**config.mk**
```make
export PLATFORM = sky130hd
export DESIGN_NAME = ordered_slot_pool_with_key_lookup_core_flat
export DESIGN_NICKNAME = d
export VERILOG_FILES = /design/src/rtl/osp_pkg.sv /design/src/rtl/osp_if.sv /design/src/rtl/osp_ram.sv /design/src/rtl/ordered_slot_pool_with_key_lookup_core.sv /design/src/flat_wrapper.sv
export SDC_FILE = /design/constraint.sdc
export NUM_CORES = 2
export LEC_CHECK = 0
export ABC_CLOCK_PERIOD_IN_PS = 18600
export BUFFER_PORTS_ARGS = -buffer_cell sky130_fd_sc_hd__buf_4
export CAP_MARGIN = 20
export CORE_ASPECT_RATIO = 1.1
export CORE_MARGIN = 4
export CORE_UTILIZATION = 45
export CTS_BUF_LIST = sky130_fd_sc_hd__clkbuf_16
export DETAILED_ROUTE_END_ITERATION = 10
export GPL_TIMING_DRIVEN = 0
export MAX_ROUTING_LAYER = met4
export PLACE_DENSITY = 0.64
export SYNTH_ARGS = -nofsm -noshare
export SYNTH_HDL_FRONTEND = slang
export SYNTH_SLANG_ARGS = --single-unit
```
**constraint.sdc**
```tcl
create_clock -name clk -period 18.6 [get_ports clk]
set_input_delay 0.93 -clock clk [delete_from_list [all_inputs] [get_ports clk]]
set_output_delay 0.93 -clock clk [all_outputs]
set_load 0.02 [all_outputs]
```
**src/rtl/osp_pkg.sv**
```systemverilog
// Package of the ordered slot pool: sizes, request and status codes, key byte masks.
// Depends on nothing; osp_if and the core import it.
package osp_pkg;

    localparam int SLOT_COUNT = 16;
    localparam int KEY_BYTES  = 8;

    localparam int KEY_W    = 64;
    localparam int HANDLE_W = 32;
    localparam int LEN_W    = 4;
    localparam int MODE_W   = 2;
    localparam int STATUS_W = 2;

    // Slot index width and a position counter that can also hold SLOT_COUNT.
    localparam int IDX_W  = (SLOT_COUNT > 1) ? $clog2(SLOT_COUNT) : 1;
    localparam int POS_W  = $clog2(SLOT_COUNT + 1);
    localparam int SLOT_W = KEY_W + HANDLE_W;

    localparam logic [IDX_W-1:0] LAST_IDX  = IDX_W'(SLOT_COUNT - 1);
    localparam logic [POS_W-1:0] POS_COUNT = POS_W'(SLOT_COUNT);
    localparam logic [POS_W-1:0] POS_LAST  = POS_W'(SLOT_COUNT - 1);

    localparam logic [MODE_W-1:0] MODE_DEPOSIT  = 2'd0;
    localparam logic [MODE_W-1:0] MODE_WITHDRAW = 2'd1;
    localparam logic [MODE_W-1:0] MODE_LOOKUP   = 2'd2;

    localparam logic [STATUS_W-1:0] STATUS_OK      = 2'd0;
    localparam logic [STATUS_W-1:0] STATUS_MISS    = 2'd1;
    localparam logic [STATUS_W-1:0] STATUS_INVALID = 2'd2;

    // Mask covering the first len key bytes; lengths past KEY_BYTES saturate.
    function automatic logic [KEY_W-1:0] byte_mask(input logic [LEN_W-1:0] len);
        logic [KEY_W-1:0] m;
        m = '0;
        for (int b = 0; b < KEY_BYTES; b++) begin
            if (LEN_W'(b) < len) begin
                m[b*8 +: 8] = 8'hFF;
            end
        end
        return m;
    endfunction

    localparam logic [KEY_W-1:0] KEY_MASK = byte_mask(LEN_W'(KEY_BYTES));

endpackage

```
**src/rtl/osp_if.sv**
```systemverilog
// Valid/ready channel interfaces for the request and result beats of the slot pool.
// Depends on osp_pkg for field widths.
interface osp_req_if
    import osp_pkg::*;
();
    logic                valid;
    logic                ready;
    logic [MODE_W-1:0]   mode;
    logic [HANDLE_W-1:0] handle_in;
    logic [KEY_W-1:0]    key;
    logic [LEN_W-1:0]    key_len;

    modport source (output valid, mode, handle_in, key, key_len, input ready);
    modport sink   (input valid, mode, handle_in, key, key_len, output ready);
endinterface

interface osp_rsp_if
    import osp_pkg::*;
();
    logic                valid;
    logic                ready;
    logic [STATUS_W-1:0] status;
    logic [HANDLE_W-1:0] handle_out;

    modport source (output valid, status, handle_out, input ready);
    modport sink   (input valid, status, handle_out, output ready);
endinterface

```
**src/rtl/osp_ram.sv**
```systemverilog
// Generic simple dual-port RAM: one write port, one read port with registered data.
// Depends on nothing.
module osp_ram #(
    parameter int WIDTH = 8,
    parameter int DEPTH = 16
) (
    input  logic                                         clk,
    input  logic                                         we,
    input  logic [((DEPTH > 1) ? $clog2(DEPTH) : 1)-1:0] waddr,
    input  logic [WIDTH-1:0]                             wdata,
    input  logic [((DEPTH > 1) ? $clog2(DEPTH) : 1)-1:0] raddr,
    output logic [WIDTH-1:0]                             rdata
);
    logic [WIDTH-1:0] mem [DEPTH];

    always_ff @(posedge clk)
    begin
        if (we)
        begin
            mem[waddr] <= wdata;
        end
        rdata <= mem[raddr];
    end
endmodule

```
**src/rtl/ordered_slot_pool_with_key_lookup_core.sv**
```systemverilog
// Top level of the ordered slot pool with key lookup.
// Depends on osp_pkg, the osp_req_if/osp_rsp_if interfaces and the osp_ram memory.
//
// Requests arrive as beats on the req channel (mode, handle_in, key, key_len) and
// each one yields exactly one beat on the rsp channel (status, handle_out); a beat
// moves when valid and ready are both high at a rising edge of clk.
// One request is served at a time. The service order lives in one RAM and the slot
// contents in another; a request walks the order one position per cycle through a
// three-stage read pipeline (order RAM, slot RAM, compare). When the scan stops, the
// result is loaded into the output register. A withdraw first moves its slot to the
// tail, one order entry per cycle, before its result is loaded. A rejected request
// skips the scan and has its result loaded directly. req.ready rises again as the
// result is loaded into the output register. After rst_n is released the block
// writes the initial order and empties every slot; req.ready stays low during
// that pass. The result sits in an output register. A new request is taken while
// an earlier result waits there; if the receiver still stalls when the next result
// is done, the block holds that result and stays busy until the register frees up.
module ordered_slot_pool_with_key_lookup_core
    import osp_pkg::*;
(
    input  logic      clk,
    input  logic      rst_n,
    osp_req_if.sink   req,
    osp_rsp_if.source rsp
);

    localparam logic [2:0] ST_INIT   = 3'd0;
    localparam logic [2:0] ST_IDLE   = 3'd1;
    localparam logic [2:0] ST_SCAN   = 3'd2;
    localparam logic [2:0] ST_SHIFT  = 3'd3;
    localparam logic [2:0] ST_FINISH = 3'd4;

    logic [2:0] state_reg, state_next;

    // Request held for the whole operation.
    logic [MODE_W-1:0]   mode_reg, mode_next;
    logic [HANDLE_W-1:0] handle_reg, handle_next;
    logic [KEY_W-1:0]    key_reg, key_next;
    logic [KEY_W-1:0]    mask_reg, mask_next;

    // Reset pass pointer.
    logic [IDX_W-1:0] init_ptr_reg, init_ptr_next;

    // Scan pipeline: stage A issues the order read, stage B the slot read,
    // stage C compares.
    logic [POS_W-1:0] pos_a_reg, pos_a_next;
    logic             vb_reg, vb_next;
    logic [POS_W-1:0] pos_b_reg, pos_b_next;
    logic             vc_reg, vc_next;
    logic [POS_W-1:0] pos_c_reg, pos_c_next;
    logic [IDX_W-1:0] s_c_reg, s_c_next;

    // Move-to-tail sweep.
    logic [POS_W-1:0] shift_rd_reg, shift_rd_next;
    logic             shift_wv_reg, shift_wv_next;
    logic [IDX_W-1:0] shift_wa_reg, shift_wa_next;
    logic [IDX_W-1:0] moved_reg, moved_next;

    // Result waiting for the output register, and the output register itself.
    logic [STATUS_W-1:0] res_status_reg, res_status_next;
    logic [HANDLE_W-1:0] res_handle_reg, res_handle_next;
    logic                out_valid_reg, out_valid_next;
    logic [STATUS_W-1:0] out_status_reg, out_status_next;
    logic [HANDLE_W-1:0] out_handle_reg, out_handle_next;

    // Memory ports.
    logic             order_we;
    logic [IDX_W-1:0] order_waddr, order_raddr, order_wdata, order_rdata;
    logic             slot_we;
    logic [IDX_W-1:0] slot_waddr, slot_raddr;
    logic [SLOT_W-1:0] slot_wdata, slot_rdata;

    logic [HANDLE_W-1:0] rd_handle;
    logic [KEY_W-1:0]    rd_key;
    logic                occupied, key_match, hit, issue, rd_go, req_bad, accept;

    osp_ram #(.WIDTH(IDX_W), .DEPTH(SLOT_COUNT)) u_order_ram (
        .clk   (clk),
        .we    (order_we),
        .waddr (order_waddr),
        .wdata (order_wdata),
        .raddr (order_raddr),
        .rdata (order_rdata)
    );

    osp_ram #(.WIDTH(SLOT_W), .DEPTH(SLOT_COUNT)) u_slot_ram (
        .clk   (clk),
        .we    (slot_we),
        .waddr (slot_waddr),
        .wdata (slot_wdata),
        .raddr (slot_raddr),
        .rdata (slot_rdata)
    );

    assign req.ready      = (state_reg == ST_IDLE);
    assign accept         = req.valid && req.ready;
    assign rsp.valid      = out_valid_reg;
    assign rsp.status     = out_status_reg;
    assign rsp.handle_out = out_handle_reg;

    // A slot is empty exactly when its stored handle is zero.
    assign rd_handle = slot_rdata[HANDLE_W-1:0];
    assign rd_key    = slot_rdata[SLOT_W-1:HANDLE_W];
    assign occupied  = (rd_handle != '0);
    assign key_match = (((rd_key ^ key_reg) & mask_reg) == '0);
    assign issue     = (pos_a_reg < POS_COUNT);
    assign rd_go     = (shift_rd_reg < POS_COUNT);

    // Requests rejected without touching the pool.
    assign req_bad = (req.mode == MODE_DEPOSIT &&
                      (req.handle_in == '0 || req.key_len == '0)) ||
                     (req.mode == MODE_LOOKUP && req.key_len == '0) ||
                     (req.mode != MODE_DEPOSIT && req.mode != MODE_WITHDRAW &&
                      req.mode != MODE_LOOKUP);

    always_comb
    begin
        case (mode_reg)
            MODE_DEPOSIT:  hit = !occupied;
            MODE_WITHDRAW: hit = occupied;
            MODE_LOOKUP:   hit = occupied && key_match;
            default:       hit = 1'b0;
        endcase
    end

    always_comb
    begin
        state_next      = state_reg;
        mode_next       = mode_reg;
        handle_next     = handle_reg;
        key_next        = key_reg;
        mask_next       = mask_reg;
        init_ptr_next   = init_ptr_reg;
        pos_a_next      = pos_a_reg;
        vb_next         = 1'b0;
        pos_b_next      = pos_a_reg;
        vc_next         = 1'b0;
        pos_c_next      = pos_b_reg;
        s_c_next        = order_rdata;
        shift_rd_next   = shift_rd_reg;
        shift_wv_next   = 1'b0;
        shift_wa_next   = shift_wa_reg;
        moved_next      = moved_reg;
        res_status_next = res_status_reg;
        res_handle_next = res_handle_reg;
        out_valid_next  = out_valid_reg && !rsp.ready;
        out_status_next = out_status_reg;
        out_handle_next = out_handle_reg;

        order_we    = 1'b0;
        order_waddr = init_ptr_reg;
        order_wdata = init_ptr_reg;
        order_raddr = pos_a_reg[IDX_W-1:0];
        slot_we     = 1'b0;
        slot_waddr  = s_c_reg;
        slot_wdata  = {key_reg & mask_reg, handle_reg};
        slot_raddr  = order_rdata;

        case (state_reg)
            ST_INIT:
            begin
                // Position i holds slot i and every slot is empty.
                order_we    = 1'b1;
                slot_we     = 1'b1;
                slot_waddr  = init_ptr_reg;
                slot_wdata  = '0;
                init_ptr_next = init_ptr_reg + 1'b1;
                if (init_ptr_reg == LAST_IDX)
                begin
                    state_next = ST_IDLE;
                end
            end

            ST_IDLE:
            begin
                if (accept)
                begin
                    mode_next   = req.mode;
                    handle_next = req.handle_in;
                    key_next    = req.key & KEY_MASK;
                    mask_next   = byte_mask(req.key_len);
                    pos_a_next  = '0;
                    if (req_bad)
                    begin
                        res_status_next = STATUS_INVALID;
                        res_handle_next = '0;
                        state_next      = ST_FINISH;
                    end
                    else
                    begin
                        state_next = ST_SCAN;
                    end
                end
            end

            ST_SCAN:
            begin
                vb_next = issue;
                if (issue)
                begin
                    pos_a_next = pos_a_reg + 1'b1;
                end
                vc_next = vb_reg;
                if (vc_reg && hit)
                begin
                    res_status_next = STATUS_OK;
                    state_next      = ST_FINISH;
                    case (mode_reg)
                        MODE_DEPOSIT:
                        begin
                            slot_we         = 1'b1;
                            res_handle_next = '0;
                        end
                        MODE_WITHDRAW:
                        begin
                            slot_we         = 1'b1;
                            slot_wdata      = {rd_key, {HANDLE_W{1'b0}}};
                            res_handle_next = rd_handle;
                            moved_next      = s_c_reg;
                            shift_rd_next   = pos_c_reg + 1'b1;
                            state_next      = ST_SHIFT;
                        end
                        default:
                        begin
                            res_handle_next = rd_handle;
                        end
                    endcase
                end
                else if (vc_reg && pos_c_reg == POS_LAST)
                begin
                    res_status_next = STATUS_MISS;
                    res_handle_next = '0;
                    state_next      = ST_FINISH;
                end
            end

            ST_SHIFT:
            begin
                // Each entry behind the withdrawn one moves up one position;
                // the withdrawn slot goes to the last position.
                order_raddr   = shift_rd_reg[IDX_W-1:0];
                shift_wv_next = rd_go;
                shift_wa_next = IDX_W'(shift_rd_reg - 1'b1);
                if (rd_go)
                begin
                    shift_rd_next = shift_rd_reg + 1'b1;
                end
                if (shift_wv_reg)
                begin
                    order_we    = 1'b1;
                    order_waddr = shift_wa_reg;
                    order_wdata = order_rdata;
                end
                else if (!rd_go)
                begin
                    order_we    = 1'b1;
                    order_waddr = LAST_IDX;
                    order_wdata = moved_reg;
                    state_next  = ST_FINISH;
                end
            end

            ST_FINISH:
            begin
                if (!out_valid_reg || rsp.ready)
                begin
                    out_valid_next  = 1'b1;
                    out_status_next = res_status_reg;
                    out_handle_next = res_handle_reg;
                    state_next      = ST_IDLE;
                end
            end

            default:
            begin
                state_next = ST_IDLE;
            end
        endcase
    end

    always_ff @(posedge clk or negedge rst_n)
    begin
        if (!rst_n)
        begin
            state_reg     <= ST_INIT;
            init_ptr_reg  <= '0;
            pos_a_reg     <= '0;
            vb_reg        <= 1'b0;
            vc_reg        <= 1'b0;
            shift_rd_reg  <= '0;
            shift_wv_reg  <= 1'b0;
            out_valid_reg <= 1'b0;
        end
        else
        begin
            state_reg     <= state_next;
            init_ptr_reg  <= init_ptr_next;
            pos_a_reg     <= pos_a_next;
            vb_reg        <= vb_next;
            vc_reg        <= vc_next;
            shift_rd_reg  <= shift_rd_next;
            shift_wv_reg  <= shift_wv_next;
            out_valid_reg <= out_valid_next;
        end
    end

    always_ff @(posedge clk)
    begin
        mode_reg       <= mode_next;
        handle_reg     <= handle_next;
        key_reg        <= key_next;
        mask_reg       <= mask_next;
        pos_b_reg      <= pos_b_next;
        pos_c_reg      <= pos_c_next;
        s_c_reg        <= s_c_next;
        shift_wa_reg   <= shift_wa_next;
        moved_reg      <= moved_next;
        res_status_reg <= res_status_next;
        res_handle_reg <= res_handle_next;
        out_status_reg <= out_status_next;
        out_handle_reg <= out_handle_next;
    end

    // The order must not change while a scan is reading it.
    a_no_order_write_in_scan: assert property (@(posedge clk) disable iff (!rst_n)
        (state_reg == ST_SCAN) |-> !order_we)
        else $error("order RAM written during a scan");

    // A slot write during a scan is the final action of that scan.
    a_slot_write_ends_scan: assert property (@(posedge clk) disable iff (!rst_n)
        (slot_we && state_reg == ST_SCAN) |=> (state_reg != ST_SCAN))
        else $error("scan continued after a slot write");

    // A successful withdraw always hands out a nonzero handle.
    a_withdraw_handle_nonzero: assert property (@(posedge clk) disable iff (!rst_n)
        (state_reg == ST_FINISH && mode_reg == MODE_WITHDRAW &&
         res_status_reg == STATUS_OK) |-> (res_handle_reg != '0))
        else $error("withdraw succeeded with a zero handle");

    // Only a successful withdraw or lookup carries a handle.
    a_handle_only_on_success: assert property (@(posedge clk) disable iff (!rst_n)
        (rsp.valid && rsp.status != STATUS_OK) |-> (rsp.handle_out == '0))
        else $error("handle returned with a failing status");

endmodule
```
**src/flat_wrapper.sv**
```systemverilog
// flat-port wrapper written by rule: the top's interface ports become plain ports
module ordered_slot_pool_with_key_lookup_core_flat import osp_pkg::*;
  (clk, rst_n, req_valid, req_mode, req_handle_in, req_key, req_key_len, req_ready, rsp_valid, rsp_status, rsp_handle_out, rsp_ready);
  osp_req_if req_i ();
  osp_rsp_if rsp_i ();
  input  logic clk;
  input  logic rst_n;
  input wire logic [$bits(req_i.valid)-1:0] req_valid;
  input wire logic [$bits(req_i.mode)-1:0] req_mode;
  input wire logic [$bits(req_i.handle_in)-1:0] req_handle_in;
  input wire logic [$bits(req_i.key)-1:0] req_key;
  input wire logic [$bits(req_i.key_len)-1:0] req_key_len;
  output wire logic [$bits(req_i.ready)-1:0] req_ready;
  output wire logic [$bits(rsp_i.valid)-1:0] rsp_valid;
  output wire logic [$bits(rsp_i.status)-1:0] rsp_status;
  output wire logic [$bits(rsp_i.handle_out)-1:0] rsp_handle_out;
  input wire logic [$bits(rsp_i.ready)-1:0] rsp_ready;
  assign req_i.valid = req_valid;
  assign req_i.mode = req_mode;
  assign req_i.handle_in = req_handle_in;
  assign req_i.key = req_key;
  assign req_i.key_len = req_key_len;
  assign req_ready = req_i.ready;
  assign rsp_valid = rsp_i.valid;
  assign rsp_status = rsp_i.status;
  assign rsp_handle_out = rsp_i.handle_out;
  assign rsp_i.ready = rsp_ready;
  ordered_slot_pool_with_key_lookup_core u_core (.clk(clk), .rst_n(rst_n), .req(req_i), .rsp(rsp_i));
endmodule
```
## After elaboration in Yosys (flattened, before gate mapping)

Memories as Yosys holds them, arrays and structs flattened. A register that Yosys moved wholly into a read port is not among the register bits.
Index checks and enable logic that the tools add are counted.

- Add/sub/neg operators: 5
- Reduce and logical (&&, ||, !) cells: 34
- Mux-type cells: 63
- Bitwise logic cells: 3
- Equal/unequal tests: 22
- $lt $le $gt $ge: 10

Operators by type and width:

| cell | count |
|---|---|
| two-way mux 96 bit | 2 |
| case mux 96 bit (2 select lines) | 1 |
| two-way mux 32 bit | 5 |
| AND 64 bit | 2 |
| logical NOT 64 bit | 1 |
| two-way mux 8 bit | 8 |
| case mux 32 bit (2 select lines) | 1 |
| bitwise XOR 64 bit | 1 |
| logical NOT 32 bit | 1 |
| two-way mux 4 bit | 8 |
| nonzero test 32 bit | 1 |
| two-way mux 3 bit | 9 |
| two-way mux 5 bit | 5 |
| case mux 5 bit (2 select lines) | 2 |
| < comparator 3 x 4 -> 1 bit (first input constant) | 4 |
| adder 5 x 1 -> 5 bit (second input constant) | 3 |
| case mux 3 bit (5 select lines) | 1 |
| two-way mux 1 bit | 13 |
| inequality test 2 x 1 -> 1 bit (second input constant) | 6 |
| inequality test 2 bit (second input constant) | 6 |
| < comparator 5 bit (second input constant) | 2 |
| logical AND 1 bit | 9 |
| < comparator 1 x 4 -> 1 bit (first input constant) | 2 |
| < comparator 2 x 4 -> 1 bit (first input constant) | 2 |
| 25 further kinds | 42 |

- Output and inout bits: 36
- Memories: 2
- Register bits after elaboration: 273
- Bits in writable memories: 1600
- Logic and storage cells: 160
- Input bits: 106

Memories:

| name | depth | width | read ports | clocked after memory_dff | wr ports | RTL line | RTL |
|---|---|---|---|---|---|---|---|
| u_core.u_slot_ram.mem | 16 | 96 | 1 | 1 | 1 | osp_ram.sv:14 | `logic [WIDTH-1:0] mem [DEPTH];` |
| u_core.u_order_ram.mem | 16 | 4 | 1 | 1 | 1 | osp_ram.sv:14 |  |

## Depth between registers and ports, before layout

- Depth in word-level cells: 10
- Mapped depth: 11

## By module

A second synthesis with hierarchy kept.

- Cells, all modules: 3267
- Area, all modules: 71454.8 um^2

Modules (own cells, without submodules):

| module | times used | seq. area each (um^2) | cells an instance | area each (um^2) |
|---|---|---|---|---|
| osp_ram at u_core.u_slot_ram | 1 | 48046.1 | 2460 | 59355.7 |
| ordered_slot_pool_with_key_lookup_core | 1 | 6271.0 | 677 | 9432.8 |
| osp_ram at u_core.u_order_ram | 1 | 2001.9 | 130 | 2666.3 |

## Least setup slack after synthesis

OpenSTA, ideal clock, no wires.

- Path kind: flip-flop to flip-flop
- From: reg u_core.key_reg[25]
- To: mem u_core.u_slot_ram.mem[4][0] in the netlist's numbering (enable)
- Cell stages (with the launch flop): 8
- Period minus slack after synthesis: 11937 ps
- Arrival: 11126 ps
- Library setup time: 811 ps
- Setup slack: 6663 ps
- Buffers on the path: 0
- Cells stage by stage: edfxtp_1 -> xnor2_1 -> nand4_1 -> o21ai_0 -> nand3_1 -> o31ai_4 -> nand3_4 -> o41ai_1

- Cells in the longest elaborated chain, start to end: 10

RTL lines:

| what | RTL line | RTL |
|---|---|---|
| start: declaration | ordered_slot_pool_with_key_lookup_core.sv:38 | `logic [KEY_W-1:0] key_reg, key_next;` |
| start signal: assignment | ordered_slot_pool_with_key_lookup_core.sv:311 | `key_reg <= key_next;` |
| bitwise XOR 64 bit | ordered_slot_pool_with_key_lookup_core.sv:105 | `assign key_match = (((rd_key ^ key_reg) & mask_reg) == '0);` |
| AND 64 bit | ordered_slot_pool_with_key_lookup_core.sv:105 |  |
| logical NOT 64 bit | ordered_slot_pool_with_key_lookup_core.sv:105 |  |
| logical AND 1 bit | ordered_slot_pool_with_key_lookup_core.sv:121 | `MODE_LOOKUP: hit = occupied && key_match;` |
| case mux 1 bit (3 select lines) | ordered_slot_pool_with_key_lookup_core.sv:118 | `case (mode_reg)` |
| logical AND 1 bit | ordered_slot_pool_with_key_lookup_core.sv:204 | `if (vc_reg && hit)` |
| two-way mux 1 bit | ordered_slot_pool_with_key_lookup_core.sv:204 |  |
| case mux 1 bit (2 select lines) | ordered_slot_pool_with_key_lookup_core.sv:159 | `case (state_reg)` |
| two-way mux 1 bit | osp_ram.sv:18 | `if (we)` |
| two-way mux 1 bit (not written as such) | osp_ram.sv:20 | `mem[waddr] <= wdata;` |
| end: declaration | osp_ram.sv:14 |  |

Every way passes these cells.

## Worst setup path in the final report

- From: reg u_core.key_reg[15]
- To: mem u_core.u_slot_ram.mem[4][44] in the netlist's numbering (enable)

The elaborated chain is that of the path after synthesis.

==> summary.txt <==
Status: finished, final reports clean
Post-synth cell types: 60
Final period util: 0.280
CP Launch Type: register
CTS tree: yes
Grt met1 use: 0.308
Post-Syn Instances: 3,197
Placed wire-length estimate: 120 mm
Total Wirelength: 181 mm
#FFs+latches synth: 1,917
Synth top area share: 0.745
Crit path arrival time: 5720 ps
Clock slew at reported path FFs: 60 ps
IO buf count: 141
Met2 usage: 0.352
Reg with most FFs: u_core.u_slot_ram.mem
Layer with the highest usage: met2
Critical path peak fanout: 10
Required @ worst endpoint: 19,110 ps
Vias in the first global route: 35,400
Die height: 427 um
Crit path cell chain: xnor2_1, nand4_1, o21ai_0, nand4_1, o31ai_4, nand3_4, o41ai_2, buf_4, buf_4, buf_4, buf_4, buf_4, buf_4
Total CTS buffers: 186
Starting Density: 0.454
Top Ports: 142
Highest Clock Rate: 0.192 GHz
Critical path class: register to register
Worst-skew pair later-pin latency: 820 ps
Largest net degree at the start of global routing: 57
Fin area: 85,100 um^2
H-tree levels: 4
Post-CTS Resized: 0
CP max-delay cell: o41ai_2
Largest registers: u_core.u_slot_ram.mem x1536, u_core.u_slot_ram.rdata x96
Root Buffer: clkbuf_16
GP Congestion: 0.768
Slew @ Worst Pin: 1220 ps
Area grow syn2layout: 18.5%
Final max-slew violation count: 0
First-pass GRT wire length: 260 mm
Die X: 389 um
VDD IR max: 0.104 mV
Die area: 166,000 um^2
RSZ-0062 raised after global routing: no
DRC Markers: 0
Post-synth EDFFs: 1,782
Final Setup Violations: 0
Cell Rows: 153
FILL cells: 11,800
Most frequent cells in the layout: 1,782 x edfxtp_1, 485 x mux4_2, 237 x buf_4, 191 x clkbuf_16, 157 x nand2_1
DRT iter0 DRCs: 4,641
Final Hold Vio Count: 0
Vias: 35,400
Seq/Total Area, Yosys: 0.784
Antenna violations before repair: 11
Max reg flops: 1,536
Area of the multi-input gates: 15,000 um^2
CP max stage delay: 980 ps
HP Class: input port to register
Top cell type by total area after synthesis: edfxtp_1
Critical Path End Type: register
Register Area: 56,300 um^2
Utilization after layout: 0.537
Clock Tree Buf Depth: 3
CTS Sinks: 1,917
TritonRoute pass-1 iters: 5
Post-route ant nets: 0
Clock skew: 34.8 ps
Share of cells above drive strength 1: 0.308
Met3 GRT Util: 0.0453
GRT Residual Overflow: 0
Ranking of synthesized cells by area: edfxtp_1 75%, mux4_2 15%, dfxtp_1 3.2%, xnor2_1 0.85%, nand2_1 0.82%
Fraction of registers with async set/reset: 0.0110
Pleak: 28.0 nW
Leading cell type in the layout, fill and taps excluded: edfxtp_1
Post-DR vias/cell: 5.86
NumNets Final: 3,892
Core ar.: 158,000 um^2
Syn Area/Cell: 22.5 um^2
Syn Nets: 3,307
# Max-Cap Violations: 0
PD cells: 161 nW/um^2
Fin crit period: 5210 ps
Area after DPL: 79,100 um^2
GRT Overall Usage: 0.226
Routed len/inst: 30.0 um
Crit-path most repeated cell: buf_4
Rel. slew slack: 0.190
Synth Warn #: 0
Synthesized cell area: 71,800 um^2
Primary FF master, synth: edfxtp_1
through the flow:
| step | worst slack, ps | power (W) | hold slack [ps] | setup TNS (ps) | cells |
|---|---|---|---|---|---|
| after floorplan | 6660 | 0.00857 | 310 | 0 | 3197 |
| after global placement | -9620 | 0.0100 | 312 | -4423190 | 5430 |
| after detailed placement | 13250 | 0.0101 | 317 | 0 | 5680 |
| after CTS | 13200 | 0.0137 | 224 | 0 | 6029 |
| after global routing | 13190 | 0.0142 | 234 | 0 | 6038 |
| final | 13390 | 0.0137 | 290 | 0 | 6038 |
critical path: cells and delay by family (launching register included):
family,cells,cell delay (ps)
and+or+nand+nor,3,890
buffers and inverters,6,1240
xor gates and xnor gates,1,340
DFF,1,500
AOI/OAI and AO/OA,3,1930
metal layers:
metal  wire, um  share of wire
met1      72900           0.40
met2      87600           0.48
met3      15000          0.083
met4       5630          0.031
met5          0              0
kinds of logic (layout without fill, tap and decap cells):
kind of cell               count (synthesis)  after routing  share of synthesized area
DFF                                     1917           1917                      0.784
and+or+nand+nor                          379            379                     0.0265
adders and majority gates                  4              4                   0.000697
xor gates and xnor gates                  73             73                    0.00890
other                                      0              4                          0
muxes                                    503            503                      0.157
buffers and inverters                    161            906                    0.00936
AOI/OAI and AO/OA                        160            160                     0.0131
repair_timing:
| action | in CTS | in global routing |
|---|---|---|
| setup buffers | 0 | 0 |
| endpoints found under the hold margin | 21 | 0 |
| hold buffers | 1 | 0 |
power by group:
part | leakage [nW] | internal [W] | total (W) | switching, W
logic | 7.30 | 0.00172 | 0.00396 | 0.00224
clock network | 3.07 | 0.00206 | 0.00365 | 0.00158
registers | 17.6 | 0.00579 | 0.00604 | 0.000255
total | 28.0 | 0.00957 | 0.0137 | 0.00408
cell usage after synthesis (all sizes together) (2+ instances only):
cell type and instances:
a211oi 4, nand2 158, xor2 3, nand4b 2, o41ai 4, mux4 496, o31ai 6, dfrtp 21
o21a 2, and2 76, a21oi 27, edfxtp 1782, clkbuf 91, nor3b 3, or2 3, nor2 41
mux2i 6, o2111a 2, o22ai 6, o21ai 93, o31a 2, nor4 15, or3 7, a21o 4
inv 9, nor3 9, nand3 12, nor2b 12, xnor2 70, ha 4, nand4 25, nand2b 10
and2b 2, buf 61, dfxtp 114, a22oi 5
area by class of cell:
| class | instances | share of cell area |
|---|---|---|
| Antenna cell | 4 | 0.000118 |
| Tap cell | 2092 | 0.0308 |
| Clock inverter | 157 | 0.0132 |
| Timing Repair Buffer | 397 | 0.0531 |
| Clock buffer | 191 | 0.0562 |
| Inverter | 9 | 0.000397 |
| Sequential cell | 1917 | 0.662 |
| Multi-Input combinational cell | 1119 | 0.177 |
| Buffer | 152 | 0.00758 |
worst paths after layout:
kind / cells after the start / from / end / slack, ps
max: 13 / u_core.key_reg[15] / u_core.u_slot_ram.mem[4][44] / 13390
max in group asynchronous: 2 / rst_n / u_core.init_ptr_reg[2] / 17780
max reg2reg: 13 / u_core.key_reg[15] / u_core.u_slot_ram.mem[4][44] / 13390
min: 1 / req_key[36] / u_core.key_reg[36] / 290
min reg2reg: 0 / u_core.pos_b_reg[0] / u_core.pos_c_reg[0] / 330
min in group asynchronous: 2 / rst_n / u_core.pos_a_reg[3] / 580
Power figures use the tool's default switching activity.
